`src/sv/wsfd_pkg.sv`:
```
// Shared types and constants for the WebSocket frame decoder.
`default_nettype none
package wsfd_pkg;

  localparam int LIMIT_BITS_DEF  = 24;
  localparam int QUEUE_DEPTH_DEF = 2;

  localparam int CFG_W      = 25;
  localparam int CFG_ADDR_W = 1;

  localparam logic [CFG_ADDR_W-1:0] REG_MASK_REQ    = 1'd0;
  localparam logic [CFG_ADDR_W-1:0] REG_MAX_PAYLOAD = 1'd1;

  localparam logic [6:0] LEN7_EXT16 = 7'd126;
  localparam logic [6:0] LEN7_EXT64 = 7'd127;
  localparam int         CTRL_MAX_LEN = 125;

  typedef enum logic [1:0] {
    KIND_PAYLOAD = 2'd0,
    KIND_EMPTY   = 2'd1,
    KIND_ERROR   = 2'd2
  } kind_t;

  typedef enum logic [2:0] {
    ERR_RESERVED  = 3'd0,
    ERR_LEN64_TOP = 3'd1,
    ERR_UNMASKED  = 3'd2,
    ERR_TOO_LONG  = 3'd3,
    ERR_FRAG_CTRL = 3'd4,
    ERR_BIG_CTRL  = 3'd5
  } err_t;

  typedef struct packed {
    kind_t      kind;
    logic [7:0] data;
    logic [7:0] key;
    logic [3:0] opcode;
    logic       fin;
    logic       last;
    err_t       code;
  } item_t;

endpackage
`default_nettype wire

```
`src/sv/wsfd_front.sv`:
```
// Header parser: accepts bytes, tracks frame state, checks rules, queues result records.
`default_nettype none
module wsfd_front #(
  parameter int LIMIT_BITS = wsfd_pkg::LIMIT_BITS_DEF
) (
  input  wire logic                            clk,
  input  wire logic                            rst_n,
  input  wire logic                            in_tvalid,
  input  wire logic                            in_tready,
  input  wire logic [7:0]                      in_tdata,
  input  wire logic                            cfg_wr_en,
  input  wire logic [wsfd_pkg::CFG_ADDR_W-1:0] cfg_addr,
  input  wire logic [wsfd_pkg::CFG_W-1:0]      cfg_wdata,
  output logic                                 push,
  output wsfd_pkg::item_t                      item
);

  localparam int LEN_W = (LIMIT_BITS + 1 > wsfd_pkg::CFG_W) ? LIMIT_BITS + 1 : wsfd_pkg::CFG_W;
  localparam logic [LEN_W-1:0] CAP = LEN_W'(1) << LIMIT_BITS;
  localparam logic [LEN_W-1:0] CTRL_MAX = LEN_W'(wsfd_pkg::CTRL_MAX_LEN);

  typedef enum logic [4:0] {
    PH_HDR0    = 5'b00001,
    PH_HDR1    = 5'b00010,
    PH_EXTLEN  = 5'b00100,
    PH_KEY     = 5'b01000,
    PH_PAYLOAD = 5'b10000
  } phase_t;

  phase_t             phase_r, phase_nxt;
  logic [7:0]         hdr0_r, hdr0_nxt;
  logic [LEN_W-1:0]   acc_r, acc_nxt;
  logic               acc_hi_r, acc_hi_nxt;
  logic               top_r, top_nxt;
  logic [3:0]         len_left_r, len_left_nxt;
  logic               mask_r, mask_nxt;
  logic [31:0]        key_r, key_nxt;
  logic [1:0]         key_cnt_r, key_cnt_nxt;
  logic [LEN_W-1:0]   pay_left_r, pay_left_nxt;
  logic [1:0]         key_pos_r, key_pos_nxt;
  logic               err_r, err_nxt;
  logic               req_mask_r, req_mask_nxt;
  logic [LEN_W-1:0]   max_pay_r, max_pay_nxt;

  logic [LEN_W-1:0]   limit;
  logic               accept;

  assign limit  = (max_pay_r > CAP) ? CAP : max_pay_r;
  assign accept = in_tvalid && in_tready;

  always_comb begin
    logic          do_after;
    logic          do_end;
    logic          fail;
    wsfd_pkg::err_t fail_code;
    logic [7:0]    kb;

    phase_nxt    = phase_r;
    hdr0_nxt     = hdr0_r;
    acc_nxt      = acc_r;
    acc_hi_nxt   = acc_hi_r;
    top_nxt      = top_r;
    len_left_nxt = len_left_r;
    mask_nxt     = mask_r;
    key_nxt      = key_r;
    key_cnt_nxt  = key_cnt_r;
    pay_left_nxt = pay_left_r;
    key_pos_nxt  = key_pos_r;
    err_nxt      = err_r;
    req_mask_nxt = req_mask_r;
    max_pay_nxt  = max_pay_r;
    do_after     = 1'b0;
    do_end       = 1'b0;
    fail         = 1'b0;
    fail_code    = wsfd_pkg::ERR_RESERVED;
    push         = 1'b0;
    kb           = 8'd0;

    item.kind   = wsfd_pkg::KIND_PAYLOAD;
    item.data   = in_tdata;
    item.key    = 8'd0;
    item.opcode = hdr0_r[3:0];
    item.fin    = hdr0_r[7];
    item.last   = 1'b0;
    item.code   = wsfd_pkg::ERR_RESERVED;

    if (cfg_wr_en) begin
      case (cfg_addr)
        wsfd_pkg::REG_MASK_REQ:    req_mask_nxt = cfg_wdata[0];
        wsfd_pkg::REG_MAX_PAYLOAD: max_pay_nxt  = LEN_W'(cfg_wdata);
        default: ;
      endcase
    end

    if (accept && !err_r) begin
      case (phase_r)
        PH_HDR1: begin
          if (hdr0_r[6:4] != 3'd0) begin
            fail      = 1'b1;
            fail_code = wsfd_pkg::ERR_RESERVED;
          end else begin
            mask_nxt   = in_tdata[7];
            acc_nxt    = '0;
            acc_hi_nxt = 1'b0;
            top_nxt    = 1'b0;
            if (in_tdata[6:0] == wsfd_pkg::LEN7_EXT16) begin
              len_left_nxt = 4'd2;
              phase_nxt    = PH_EXTLEN;
            end else if (in_tdata[6:0] == wsfd_pkg::LEN7_EXT64) begin
              len_left_nxt = 4'd8;
              phase_nxt    = PH_EXTLEN;
            end else begin
              acc_nxt  = LEN_W'(in_tdata[6:0]);
              do_after = 1'b1;
            end
          end
        end
        PH_EXTLEN: begin
          acc_nxt    = {acc_r[LEN_W-9:0], in_tdata};
          acc_hi_nxt = acc_hi_r || (acc_r[LEN_W-1 -: 8] != 8'd0);
          if (len_left_r == 4'd8) begin
            top_nxt = in_tdata[7];
          end
          if (len_left_r != 4'd0) begin
            len_left_nxt = len_left_r - 4'd1;
          end
          if (len_left_nxt == 4'd0) begin
            if (top_nxt) begin
              fail      = 1'b1;
              fail_code = wsfd_pkg::ERR_LEN64_TOP;
            end else begin
              do_after = 1'b1;
            end
          end
        end
        PH_KEY: begin
          key_nxt = {key_r[23:0], in_tdata};
          if (key_cnt_r != 2'd3) begin
            key_cnt_nxt = key_cnt_r + 2'd1;
          end else begin
            key_cnt_nxt = 2'd0;
            do_end      = 1'b1;
          end
        end
        PH_PAYLOAD: begin
          case (key_pos_r)
            2'd0:    kb = key_r[31:24];
            2'd1:    kb = key_r[23:16];
            2'd2:    kb = key_r[15:8];
            default: kb = key_r[7:0];
          endcase
          key_pos_nxt = key_pos_r + 2'd1;
          if (pay_left_r != '0) begin
            pay_left_nxt = pay_left_r - LEN_W'(1);
          end
          push      = 1'b1;
          item.key  = kb;
          item.last = (pay_left_nxt == '0);
          if (pay_left_nxt == '0) begin
            phase_nxt = PH_HDR0;
          end
        end
        default: begin
          hdr0_nxt  = in_tdata;
          phase_nxt = PH_HDR1;
        end
      endcase

      if (do_after) begin
        if (req_mask_r && !mask_nxt) begin
          fail      = 1'b1;
          fail_code = wsfd_pkg::ERR_UNMASKED;
        end else begin
          key_nxt     = 32'd0;
          key_cnt_nxt = 2'd0;
          if (mask_nxt) begin
            phase_nxt = PH_KEY;
          end else begin
            do_end = 1'b1;
          end
        end
      end

      if (do_end) begin
        if (acc_hi_nxt || (acc_nxt > limit)) begin
          fail      = 1'b1;
          fail_code = wsfd_pkg::ERR_TOO_LONG;
        end else if (hdr0_r[3] && !hdr0_r[7]) begin
          fail      = 1'b1;
          fail_code = wsfd_pkg::ERR_FRAG_CTRL;
        end else if (hdr0_r[3] && (acc_nxt > CTRL_MAX)) begin
          fail      = 1'b1;
          fail_code = wsfd_pkg::ERR_BIG_CTRL;
        end else if (acc_nxt == '0) begin
          push      = 1'b1;
          item.kind = wsfd_pkg::KIND_EMPTY;
          item.data = 8'd0;
          item.last = 1'b1;
          phase_nxt = PH_HDR0;
        end else begin
          pay_left_nxt = acc_nxt;
          key_pos_nxt  = 2'd0;
          phase_nxt    = PH_PAYLOAD;
        end
      end

      if (fail) begin
        err_nxt   = 1'b1;
        phase_nxt = PH_HDR0;
        push      = 1'b1;
        item.kind = wsfd_pkg::KIND_ERROR;
        item.data = 8'd0;
        item.key  = 8'd0;
        item.last = 1'b0;
        item.code = fail_code;
      end
    end
  end

  always_ff @(posedge clk) begin
    if (!rst_n) begin
      phase_r    <= PH_HDR0;
      hdr0_r     <= 8'd0;
      acc_r      <= '0;
      acc_hi_r   <= 1'b0;
      top_r      <= 1'b0;
      len_left_r <= 4'd0;
      mask_r     <= 1'b0;
      key_r      <= 32'd0;
      key_cnt_r  <= 2'd0;
      pay_left_r <= '0;
      key_pos_r  <= 2'd0;
      err_r      <= 1'b0;
      req_mask_r <= 1'b1;
      max_pay_r  <= CAP;
    end else begin
      phase_r    <= phase_nxt;
      hdr0_r     <= hdr0_nxt;
      acc_r      <= acc_nxt;
      acc_hi_r   <= acc_hi_nxt;
      top_r      <= top_nxt;
      len_left_r <= len_left_nxt;
      mask_r     <= mask_nxt;
      key_r      <= key_nxt;
      key_cnt_r  <= key_cnt_nxt;
      pay_left_r <= pay_left_nxt;
      key_pos_r  <= key_pos_nxt;
      err_r      <= err_nxt;
      req_mask_r <= req_mask_nxt;
      max_pay_r  <= max_pay_nxt;
    end
  end

endmodule
`default_nettype wire

```
`src/sv/wsfd_queue.sv`:
```
// Small FIFO of result records between the parser and the output stage.
`default_nettype none
module wsfd_queue #(
  parameter int DEPTH = wsfd_pkg::QUEUE_DEPTH_DEF
) (
  input  wire logic            clk,
  input  wire logic            rst_n,
  input  wire logic            push,
  input  wire wsfd_pkg::item_t push_item,
  output logic                 full,
  input  wire logic            pop,
  output logic                 valid,
  output wsfd_pkg::item_t      head
);

  localparam int PTR_W = (DEPTH > 1) ? $clog2(DEPTH) : 1;
  localparam int CNT_W = $clog2(DEPTH + 1);

  wsfd_pkg::item_t  mem_r [DEPTH];
  logic [PTR_W-1:0] wr_ptr_r, wr_ptr_nxt;
  logic [PTR_W-1:0] rd_ptr_r, rd_ptr_nxt;
  logic [CNT_W-1:0] cnt_r, cnt_nxt;
  logic             do_push;
  logic             do_pop;

  assign full    = (cnt_r == CNT_W'(DEPTH));
  assign valid   = (cnt_r != '0);
  assign head    = mem_r[rd_ptr_r];
  assign do_push = push && !full;
  assign do_pop  = pop && valid;

  always_comb begin
    wr_ptr_nxt = wr_ptr_r;
    rd_ptr_nxt = rd_ptr_r;
    cnt_nxt    = cnt_r;
    if (do_push) begin
      wr_ptr_nxt = (wr_ptr_r == PTR_W'(DEPTH - 1)) ? '0 : wr_ptr_r + PTR_W'(1);
    end
    if (do_pop) begin
      rd_ptr_nxt = (rd_ptr_r == PTR_W'(DEPTH - 1)) ? '0 : rd_ptr_r + PTR_W'(1);
    end
    if (do_push && !do_pop) begin
      cnt_nxt = cnt_r + CNT_W'(1);
    end else if (do_pop && !do_push) begin
      cnt_nxt = cnt_r - CNT_W'(1);
    end
  end

  always_ff @(posedge clk) begin
    if (!rst_n) begin
      wr_ptr_r <= '0;
      rd_ptr_r <= '0;
      cnt_r    <= '0;
    end else begin
      wr_ptr_r <= wr_ptr_nxt;
      rd_ptr_r <= rd_ptr_nxt;
      cnt_r    <= cnt_nxt;
    end
  end

  always_ff @(posedge clk) begin
    if (do_push) begin
      mem_r[wr_ptr_r] <= push_item;
    end
  end

endmodule
`default_nettype wire

```
`src/sv/wsfd_back.sv`:
```
// Output stage: unmasks payload bytes and holds the result transaction for the receiver.
`default_nettype none
module wsfd_back (
  input  wire logic            clk,
  input  wire logic            rst_n,
  input  wire logic            q_valid,
  input  wire wsfd_pkg::item_t q_head,
  output logic                 q_pop,
  output logic                 out_tvalid,
  input  wire logic            out_tready,
  output logic [15:0]          out_tdata,
  output logic                 out_tlast,
  output logic [1:0]           out_tuser
);

  logic        valid_r, valid_nxt;
  logic [15:0] data_r;
  logic        last_r;
  logic [1:0]  user_r;

  assign q_pop     = q_valid && (!valid_r || out_tready);
  assign valid_nxt = q_pop || (valid_r && !out_tready);

  always_ff @(posedge clk) begin
    if (!rst_n) begin
      valid_r <= 1'b0;
    end else begin
      valid_r <= valid_nxt;
    end
  end

  always_ff @(posedge clk) begin
    if (q_pop) begin
      data_r <= {q_head.code, q_head.fin, q_head.opcode, q_head.data ^ q_head.key};
      last_r <= q_head.last;
      user_r <= q_head.kind;
    end
  end

  assign out_tvalid = valid_r;
  assign out_tdata  = data_r;
  assign out_tlast  = last_r;
  assign out_tuser  = user_r;

endmodule
`default_nettype wire

```
`src/sv/websocket_frame_decoder_top.sv`:
```
// Top level of the WebSocket frame decoder.
//
// Input stream: one received byte per transaction on in_tdata. Result stream:
// one transaction per payload byte (unmasked), one per zero-length frame, and
// one for the first protocol error; out_tuser gives the kind, out_tlast marks
// the last result of a frame. Header bytes and mask key bytes give no result.
// Throughput: one byte per cycle while the queue has room, sustained with back-to-back transactions.
// A result is written to the queue at the edge that takes its byte, and from
// there into the output register that drives out_tvalid.
// The queue of QUEUE_DEPTH records lets the parser keep taking bytes while the
// receiver stalls; in_tready drops once the queue is full.
// After an error the block drops every byte without result until reset.
// Reset (rst_n low, synchronous) clears parser state, empties the queue, turns
// the mask requirement on and sets max_payload to 2**LIMIT_BITS.
// Configuration: cfg_wr_en with cfg_addr 0 writes the mask-required flag, 1
// writes max_payload; write only while the block is idle.
`default_nettype none
module websocket_frame_decoder_top #(
  parameter int LIMIT_BITS  = wsfd_pkg::LIMIT_BITS_DEF,
  parameter int QUEUE_DEPTH = wsfd_pkg::QUEUE_DEPTH_DEF
) (
  input  wire logic                            clk,
  input  wire logic                            rst_n,
  input  wire logic                            in_tvalid,
  output logic                                 in_tready,
  input  wire logic [7:0]                      in_tdata,   // [7:0] data_byte
  output logic                                 out_tvalid,
  input  wire logic                            out_tready,
  // [7:0] payload_byte, [11:8] opcode, [12] fin, [15:13] error_code
  output logic [15:0]                          out_tdata,
  output logic                                 out_tlast,
  output logic [1:0]                           out_tuser,  // [1:0] kind
  input  wire logic                            cfg_wr_en,
  input  wire logic [wsfd_pkg::CFG_ADDR_W-1:0] cfg_addr,
  input  wire logic [wsfd_pkg::CFG_W-1:0]      cfg_wdata
);

  logic            push;
  wsfd_pkg::item_t push_item;
  logic            q_full;
  logic            q_valid;
  logic            q_pop;
  wsfd_pkg::item_t q_head;

  assign in_tready = !q_full;

  wsfd_front #(
    .LIMIT_BITS (LIMIT_BITS)
  ) u_front (
    .clk       (clk),
    .rst_n     (rst_n),
    .in_tvalid (in_tvalid),
    .in_tready (in_tready),
    .in_tdata  (in_tdata),
    .cfg_wr_en (cfg_wr_en),
    .cfg_addr  (cfg_addr),
    .cfg_wdata (cfg_wdata),
    .push      (push),
    .item      (push_item)
  );

  wsfd_queue #(
    .DEPTH (QUEUE_DEPTH)
  ) u_queue (
    .clk       (clk),
    .rst_n     (rst_n),
    .push      (push),
    .push_item (push_item),
    .full      (q_full),
    .pop       (q_pop),
    .valid     (q_valid),
    .head      (q_head)
  );

  wsfd_back u_back (
    .clk        (clk),
    .rst_n      (rst_n),
    .q_valid    (q_valid),
    .q_head     (q_head),
    .q_pop      (q_pop),
    .out_tvalid (out_tvalid),
    .out_tready (out_tready),
    .out_tdata  (out_tdata),
    .out_tlast  (out_tlast),
    .out_tuser  (out_tuser)
  );

  a_error_is_final : assert property (@(posedge clk) disable iff (!rst_n)
    out_tvalid && out_tready && (out_tuser == wsfd_pkg::KIND_ERROR) |=> !out_tvalid)
    else $error("result after error transaction");

  a_error_not_last : assert property (@(posedge clk) disable iff (!rst_n)
    out_tvalid && (out_tuser == wsfd_pkg::KIND_ERROR) |-> !out_tlast)
    else $error("error transaction marked last");

  a_empty_frame : assert property (@(posedge clk) disable iff (!rst_n)
    out_tvalid && (out_tuser == wsfd_pkg::KIND_EMPTY) |->
      out_tlast && (out_tdata[7:0] == 8'd0) && (out_tdata[15:13] == 3'd0))
    else $error("malformed empty frame transaction");

endmodule
`default_nettype wire

```
`config.mk`:
```
export PLATFORM = sky130hd
export DESIGN_NAME = websocket_frame_decoder_top
export DESIGN_NICKNAME = d
export VERILOG_FILES = /design/src/sv/wsfd_pkg.sv /design/src/sv/wsfd_front.sv /design/src/sv/wsfd_queue.sv /design/src/sv/wsfd_back.sv /design/src/sv/websocket_frame_decoder_top.sv
export SDC_FILE = /design/constraint.sdc
export NUM_CORES = 1
export LEC_CHECK = 0
export ABC_AREA = 1
export BUFFER_PORTS_ARGS = -buffer_cell sky130_fd_sc_hd__buf_4
export CORE_ASPECT_RATIO = 1.75
export CORE_MARGIN = 2
export CORE_UTILIZATION = 50
export CTS_CLUSTER_DIAMETER = 200
export CTS_CLUSTER_SIZE = 12
export DETAILED_ROUTE_END_ITERATION = 8
export PLACE_DENSITY = 0.67
export SLEW_MARGIN = 20
export SYNTH_ARGS = -nofsm -noshare
export SYNTH_HDL_FRONTEND = slang
export SYNTH_SLANG_ARGS = --single-unit
```
`constraint.sdc`:
```
create_clock -name clk -period 4.6 [get_ports clk]
set_input_delay 0.46 -clock clk [delete_from_list [all_inputs] [get_ports clk]]
set_output_delay 0.46 -clock clk [all_outputs]
set_load 0.01 [all_outputs]
```
## After elaboration in Yosys (flattened, before gate mapping)

Memory sizes are Yosys's and may differ from the RTL's. A register that Yosys moved wholly into a read port is not among the register bits.
Cells that the tools add are included.

| storage, ports and cells | value |
|---|---|
| flip-flop bits (word level) | 157 |
| bits in latches | 0 |
| RAM bits | 54 |
| memory bits (read-only) | 0 |
| output and inout port bits | 21 |
| logic and storage cells | 217 |
| memories | 1 |

Memories:

| name | words | bits a word | rd ports | clocked after Yosys merged registers in | wr ports | line | RTL |
|---|---|---|---|---|---|---|---|
| u_queue.mem_r | 2 | 27 | 1 | 1 | 1 | wsfd_queue.sv:19 | `wsfd_pkg::item_t mem_r [DEPTH];` |

| operators by class | value |
|---|---|
| add/sub/neg operators | 8 |
| $mul | 0 |
| divide/modulo/power cells | 0 |
| magnitude comparators | 3 |
| equality and inequality tests | 13 |
| shift operators | 0 |
| mux-type cells | 126 |
| bitwise gates (word level) | 3 |
| reductions and logical operators | 42 |

Operators by type and width:

| kind | number |
|---|---|
| 2-to-1 mux 25 bit | 13 |
| 2-to-1 mux 32 bit | 3 |
| 2-to-1 mux 5 bit | 13 |
| 2-to-1 mux 1 bit | 52 |
| logical NOT 25 bit | 2 |
| case mux 25 bit (2 select lines) | 1 |
| 2-to-1 mux 10 bit | 4 |
| 2-to-1 mux 18 bit | 2 |
| 2-to-1 mux 4 bit | 8 |
| > comparator 25 bit | 1 |
| > comparator 25 bit (second input constant) | 1 |
| > comparator 25 x 7 -> 1 bit (second input constant) | 1 |
| nonzero test 25 bit | 1 |
| subtractor 25 x 1 -> 25 bit (second input constant) | 1 |
| 2-to-1 mux 2 bit | 12 |
| 2-to-1 mux 3 bit | 8 |
| case mux 8 bit (3 select lines) | 1 |
| case mux 5 bit (3 select lines) | 1 |
| equality test 7 bit (second input constant) | 2 |
| logical AND 1 bit | 11 |
| 2-to-1 mux 9 bit | 1 |
| logical NOT 1 bit | 8 |
| 2-to-1 mux 8 bit | 1 |
| case mux 1 bit (2 select lines) | 4 |
| 29 further kinds | 43 |

## Logic depth before layout (Yosys ltp)

| depth | value |
|---|---|
| depth after elaboration | 22 |
| gate-level depth with buffers | 27 |
| gate-level depth less buffers | 27 |

## Hierarchy

From an unflattened synthesis, not the netlist that was laid out.

| unflattened totals | value |
|---|---|
| cell total of the unflattened synthesis | 1429 |
| area, all modules | 11126.9 µm² |

By module, submodules not included:

| module | times used | cells each | area an instance (µm²) | sequential area each (µm²) |
|---|---|---|---|---|
| wsfd_front | 1 | 1273 | 8134.1 | 2662.6 |
| wsfd_queue | 1 | 121 | 2297.2 | 1721.7 |
| wsfd_back | 1 | 34 | 691.9 | 590.6 |
| websocket_frame_decoder_top | 1 | 1 | 3.8 | 0.0 |

## Least setup slack after synthesis

No wires, ideal clock.

| timing path | value |
|---|---|
| kind | register to register |
| start | reg u_front.max_pay_r[12] |
| end | mem u_queue.mem_r[0][0] (netlist bit), enable pin |
| setup time | 0.411 ns |
| arrival time | 3.842 ns |
| slack | 0.347 ns |
| cell stages (with the launch flop) | 22 |
| clock period less this slack | 4.253 ns |
| path through | dfxtp_1 nor4_1 nand2_1 nor3_1 nand4_1 nand2_1 clkbuf_1 nand2_1 ha_1 a21oi_1 o21ai_0 nand2_1 o211ai_1 nand2_1 nand3_1 a21oi_1 nand2_1 nor2_1 nor2_1 nand3_1 nand2_1 nor2_1 |

| on the way | value |
|---|---|
| longest elaborated chain between the ends | 12 |

Ends and longest elaborated chain:

| what | line | RTL |
|---|---|---|
| start, declared | wsfd_front.sv:43 | `logic [LEN_W-1:0] max_pay_r, max_pay_nxt;` |
| start signal, assigned | wsfd_front.sv:250 | `max_pay_r <= max_pay_nxt;` |
| > comparator 25 bit | wsfd_front.sv:48 | `assign limit = (max_pay_r > CAP) ? CAP : max_pay_r;` |
| 2-to-1 mux 25 bit (*) | wsfd_front.sv:48 |  |
| > comparator 25 bit (*) | wsfd_front.sv:185 | `if (acc_hi_nxt \|\| (acc_nxt > limit)) begin` |
| logical OR 1 bit (*) | wsfd_front.sv:185 |  |
| 2-to-1 mux 1 bit | wsfd_front.sv:185 |  |
| 2-to-1 mux 1 bit | wsfd_front.sv:184 | `if (do_end) begin` |
| 2-to-1 mux 1 bit | wsfd_front.sv:95 | `if (accept && !err_r) begin` |
| 2-to-1 mux 1 bit (*) | wsfd_front.sv:207 | `if (fail) begin` |
| 2-to-1 mux 1 bit (*) | wsfd_front.sv:95 |  |
| logical AND 1 bit (*) | wsfd_queue.sv:29 | `assign do_push = push && !full;` |
| 2-to-1 mux 1 bit (*) | wsfd_queue.sv:62 | `if (do_push) begin` |
| 2-to-1 mux 1 bit (not written as such) (*) | wsfd_queue.sv:63 | `mem_r[wr_ptr_r] <= push_item;` |
| end, declared | wsfd_queue.sv:19 |  |

Every way passes the cells marked *; elsewhere a longest branch is shown, timed or not. The select of a mux whose other input is x is not followed.

## Final worst setup path

| timing path | value |
|---|---|
| start | reg u_front.phase_r[2] |
| end | reg u_queue.cnt_r[1] |

| on the way | value |
|---|---|
| longest elaborated chain between the ends | 18 |

Ends and longest elaborated chain:

| what | line | RTL |
|---|---|---|
| start, declared | wsfd_front.sv:30 | `phase_t phase_r, phase_nxt;` |
| start signal, assigned | wsfd_front.sv:237 | `phase_r <= phase_nxt;` |
| parallel branches: the longest is 12 deep, another holds > comparator 25 x 7 -> 1 bit | - |  |
| 2-to-1 mux 1 bit (*) | wsfd_front.sv:207 |  |
| 2-to-1 mux 1 bit (*) | wsfd_front.sv:95 |  |
| logical AND 1 bit (*) | wsfd_queue.sv:29 |  |
| via u_queue.do_push | wsfd_queue.sv:23 | `logic do_push;` |
| logical NOT 1 bit | wsfd_queue.sv:44 | `end else if (do_pop && !do_push) begin` |
| logical AND 1 bit | wsfd_queue.sv:44 |  |
| nonzero test 2 bit (no line) | - |  |
| end signal, assigned | wsfd_queue.sv:57 | `cnt_r <= cnt_nxt;` |
| end, declared | wsfd_queue.sv:22 | `logic [CNT_W-1:0] cnt_r, cnt_nxt;` |

Mark *: on every way through the listed nets, which the timed path passes. The select of a mux whose other input is x is not followed.
A chain may end at the register's enable or synchronous reset.

==> flow_summary_export.csv <==
group,metric,value,unit
yosys,ys_ff_latch,212,
final_layout,syn2layout_area_growth,11.7,%
worst_setup_path,path_class,"reg -> reg",
yosys,synth.cell_area,11100,um2
floorplan,rows,72,
worst_setup_path,start_kind,"flop",
floorplan,core-area,21900,um2
route,dr.pass1.iters,5,
floorplan,die_area,23400,um2
final_layout,nets,1571,
clock_tree,clk_latency,0.52,ns
yosys,synth_top_area_frac,0.252,
route,post_drt_wl_per_cell,16.9,um
clock_tree,cts_setup_buffers,0,
worst_setup_path,path_max_fanout,18,
yosys,synth_compound_area_frac,0.142,
yosys,synthTopCellsByArea,"dfxtp_1 (25%), edfxtp_1 (20%), nand2_1 (10%)",
yosys,yosysWarnings,0,
timing,whs,0.172,ns
job,maxCapViolations,0,
yosys,synthFlopType,"dfxtp_1",
power_and_ir_drop,p_per_area,429,nW/um2
route,drt-total-wl,30500,um
place,gp_congestion,0.954,
route,dr.first_iter.drc_count,677,
route,ant_nets,0,
final_layout,n_antenna_cell,0,
final_layout,final.fill_count,2125,
floorplan,die_h,201,um
yosys,synth_common_cells,"nand2_1 (305), nor2_1 (234), inv_1 (148)",
hold_path,whs_endpoint,"u_front.max_pay_r[24]",
power_and_ir_drop,vdd_ir_drop_max,254,uV
timing,hold_viol,0,
timing,fin_crit_sh,0.909,
yosys,synth_cell_type_count,45,
hold_path,hold_class,"in -> reg",
worst_setup_path,crit_required,4.99,ns
route,drc,0,
timing,period_minus_slack,4.18,ns
route,vias,9827,
worst_setup_path,reg2reg_setup_slack,0.42,ns
timing,rsz0062_at_grt,"false",
global_route,grt_pass1_wl,49100,um
clock_tree,cts.path.max_buffers,3,
yosys,yosys.area_share.simple,0.255,
floorplan,start_util,0.505,
clock_tree,htree_num_levels,1,
clock_tree,cts.clk_slew.worst_paths,0.06,ns
clock_tree,clock_sinks,212,
route,via_per_inst,5.45,
yosys,yosysMostFrequentCell,"nand2_1",
yosys,syn-mean-instance-area,7.57,um2
place,dp.final_hpwl,23000,um
worst_setup_path,end_kind,"flop",
hold_path,hold_start,"cfg_wdata[24]",
global_route,antenna_found_initial,0,
yosys,synth-async-reset-ratio,0,
global_route,grt_util_all_layers,0.267,
timing,final_max_slew_viol_count,0,
worst_setup_path,crit_arrival,4.57,ns
floorplan,io_pins,60,
final_layout,multi_input_area,5250,um2
clock_tree,cts_made_buffers,21,
run_status,status,"finished clean",
global_route,gr-total-overflow,0,
yosys,synth_edf_count,73,
yosys,synth_fp_nets,1534,
timing,fmax,239,MHz
floorplan,die_w,116,um
timing,worst_slew_pin_slew,1.05,ns
worst_setup_path,r2r_cells,25,
hold_path,holdPathStages,3,
clock_tree,cts_root_buffer,"clkbuf_16",
power_and_ir_drop,p_leak,5.12,nW
timing,finalSetupViolCount,0,
yosys,synth_top_family_by_area,"simple AND/OR/NAND/NOR gates",
timing,fin_setup_tns,0,ns
yosys,postSynthCellCount,1462,
global_route,grt_pass1_vias,9711,
yosys,ys_seq_area_frac,0.450,
timing,slew_headroom,0.300,
place,io_buffers,59,
timing,finalClockSkew,0.0245,ns
worst_setup_path,timing.rr.start,"u_front.phase_r[2]",
yosys,synthAdderAreaFrac,0.0373,
clock_tree,cts_tree,"yes",
final_layout,seq_area,4970,um2
yosys,synth_top_area_cell,"dfxtp_1",
yosys,synth_xor_area_frac,0.0277,
worst_setup_path,rr_endpoint,"u_queue.cnt_r[1]",
final_layout,drive_above_1_share,0.0948,
yosys,synth_mux_area_frac,0.0112,
global_route,grt_max_degree,61,
==> per-stage QoR <==
| step | std cells | worst slack, ns | power (mW) | util | instance area, um2 |
|---|---|---|---|---|---|
| floorplan | 1462 | 0.347 | 3.26 | - | 11100 |
| global placement | 1772 | 0.435 | 3.73 | 0.537 | 11800 |
| detailed placement | 1772 | 0.393 | 3.74 | 0.537 | 11800 |
| CTS | 1804 | 0.348 | 5.34 | 0.564 | 12400 |
| global route | 1804 | 0.0334 | 5.61 | 0.564 | 12400 |
| finish | 1804 | 0.418 | 5.30 | 0.564 | 12400 |
==> report_power, final <==
group	switching (mW)	leakage [nW]	total [mW]	internal, mW
registers	0.129	1.77	2.28	2.16
logic	0.936	3.06	1.42	0.482
clock network	0.707	0.288	1.60	0.895
==> final cells by class <==
class | count | share of cell area
Timing Repair Buffer | 76 | 0.0472
Clock buffer | 30 | 0.0453
Tap cell | 296 | 0.0300
Multi-Input combinational cell | 1034 | 0.425
Sequential cell | 212 | 0.403
Inverter | 154 | 0.0468
Clock inverter | 2 | 0.00314
==> sequential cells by signal, summed over array words and instances (netlist names), 4 cells and up, named ones only <==
| signal | flops |
|---|---|
| u_back.out_tdata | 16 |
| u_front.len_left_r | 4 |
| u_front.acc_r | 25 |
| u_front.max_pay_r | 25 |
| u_front.phase_r | 5 |
| u_front.pay_left_r | 25 |
| u_front.hdr0_r | 8 |
| u_front.key_r | 32 |
| u_queue.mem_r | 54 |
==> cells in the final DEF (no fill, tap or decap), types with 3 or more instances in the layout <==
cell type	synthesis	layout
nor2_4	2	3
a21oi_1	94	94
nand2_2	8	9
nor3_1	14	14
o21ai_0	103	103
inv_2	4	5
dfxtp_1	139	139
o22ai_1	8	8
nor2_2	5	6
edfxtp_1	73	73
mux2_2	11	11
o211ai_1	5	5
nand2_1	305	304
o21ai_1	11	10
nand3_1	68	67
ha_1	33	33
buf_4	3	75
clkbuf_1	49	9
xnor2_1	16	16
a31oi_1	4	4
nand4_1	18	18
nor2_1	234	232
nor4_1	7	7
clkbuf_16	0	21
inv_1	148	147
a211oi_1	50	50
xor2_1	19	19
==> metal layers <==
metal  wire length, um  global-route usage
met5                 0                   0
met4              2890               0.204
met3              1150              0.0278
met2             15600               0.480
met1             10800               0.274
==> critical path, stage by stage, from the launching register on <==
cell      delay (ns)
dfxtp_1         0.35
nor2_1          0.19
nand2_1         0.09
nor2_2          0.27
nand2_2         0.13
nand2_4         0.22
nand2_1         0.10
nand2_1         0.17
ha_1            0.27
a21oi_1         0.11
o21ai_0         0.10
nand2_1         0.07
o211ai_1        0.11
nand2_1         0.08
nand3_1         0.09
nand2_1         0.08
nand2_1         0.14
a21oi_1         0.32
nand3_1         0.19
nand2_1         0.13
inv_1           0.06
ha_1            0.30
a21oi_1         0.13
o21ai_0         0.13
o21ai_0         0.17
a21oi_1         0.06
==> logic make-up after synthesis <==
| group | after synthesis |
|---|---|
| and+or+nand+nor | 675 |
| AOI/OAI and AO/OA | 280 |
| buffers and inverters | 216 |
| DFF | 212 |
| xor gates and xnor gates | 35 |
| adders and majority gates | 33 |
| muxes | 11 |
==> worst max-delay path by stage <==
stage                                     start                   to  slack [ns]  cells after the start
after floorplan           u_front.max_pay_r[12]  u_queue.mem_r[0][0]        0.35                     21
after global placement       u_front.phase_r[2]     u_queue.cnt_r[1]        0.44                     24
after detailed placement     u_front.phase_r[2]     u_queue.cnt_r[1]        0.39                     24
after CTS                    u_front.phase_r[2]     u_queue.cnt_r[1]        0.35                     24
after global routing      u_front.max_pay_r[12]     u_queue.cnt_r[1]        0.03                     25
final                        u_front.phase_r[2]     u_queue.cnt_r[1]        0.42                     25
==> timing repair <==
item,CTS,global route
resized for setup,0,1
setup endpoints to repair,0,1
hold buffers,0,0
Power figures use the tool's default switching activity.
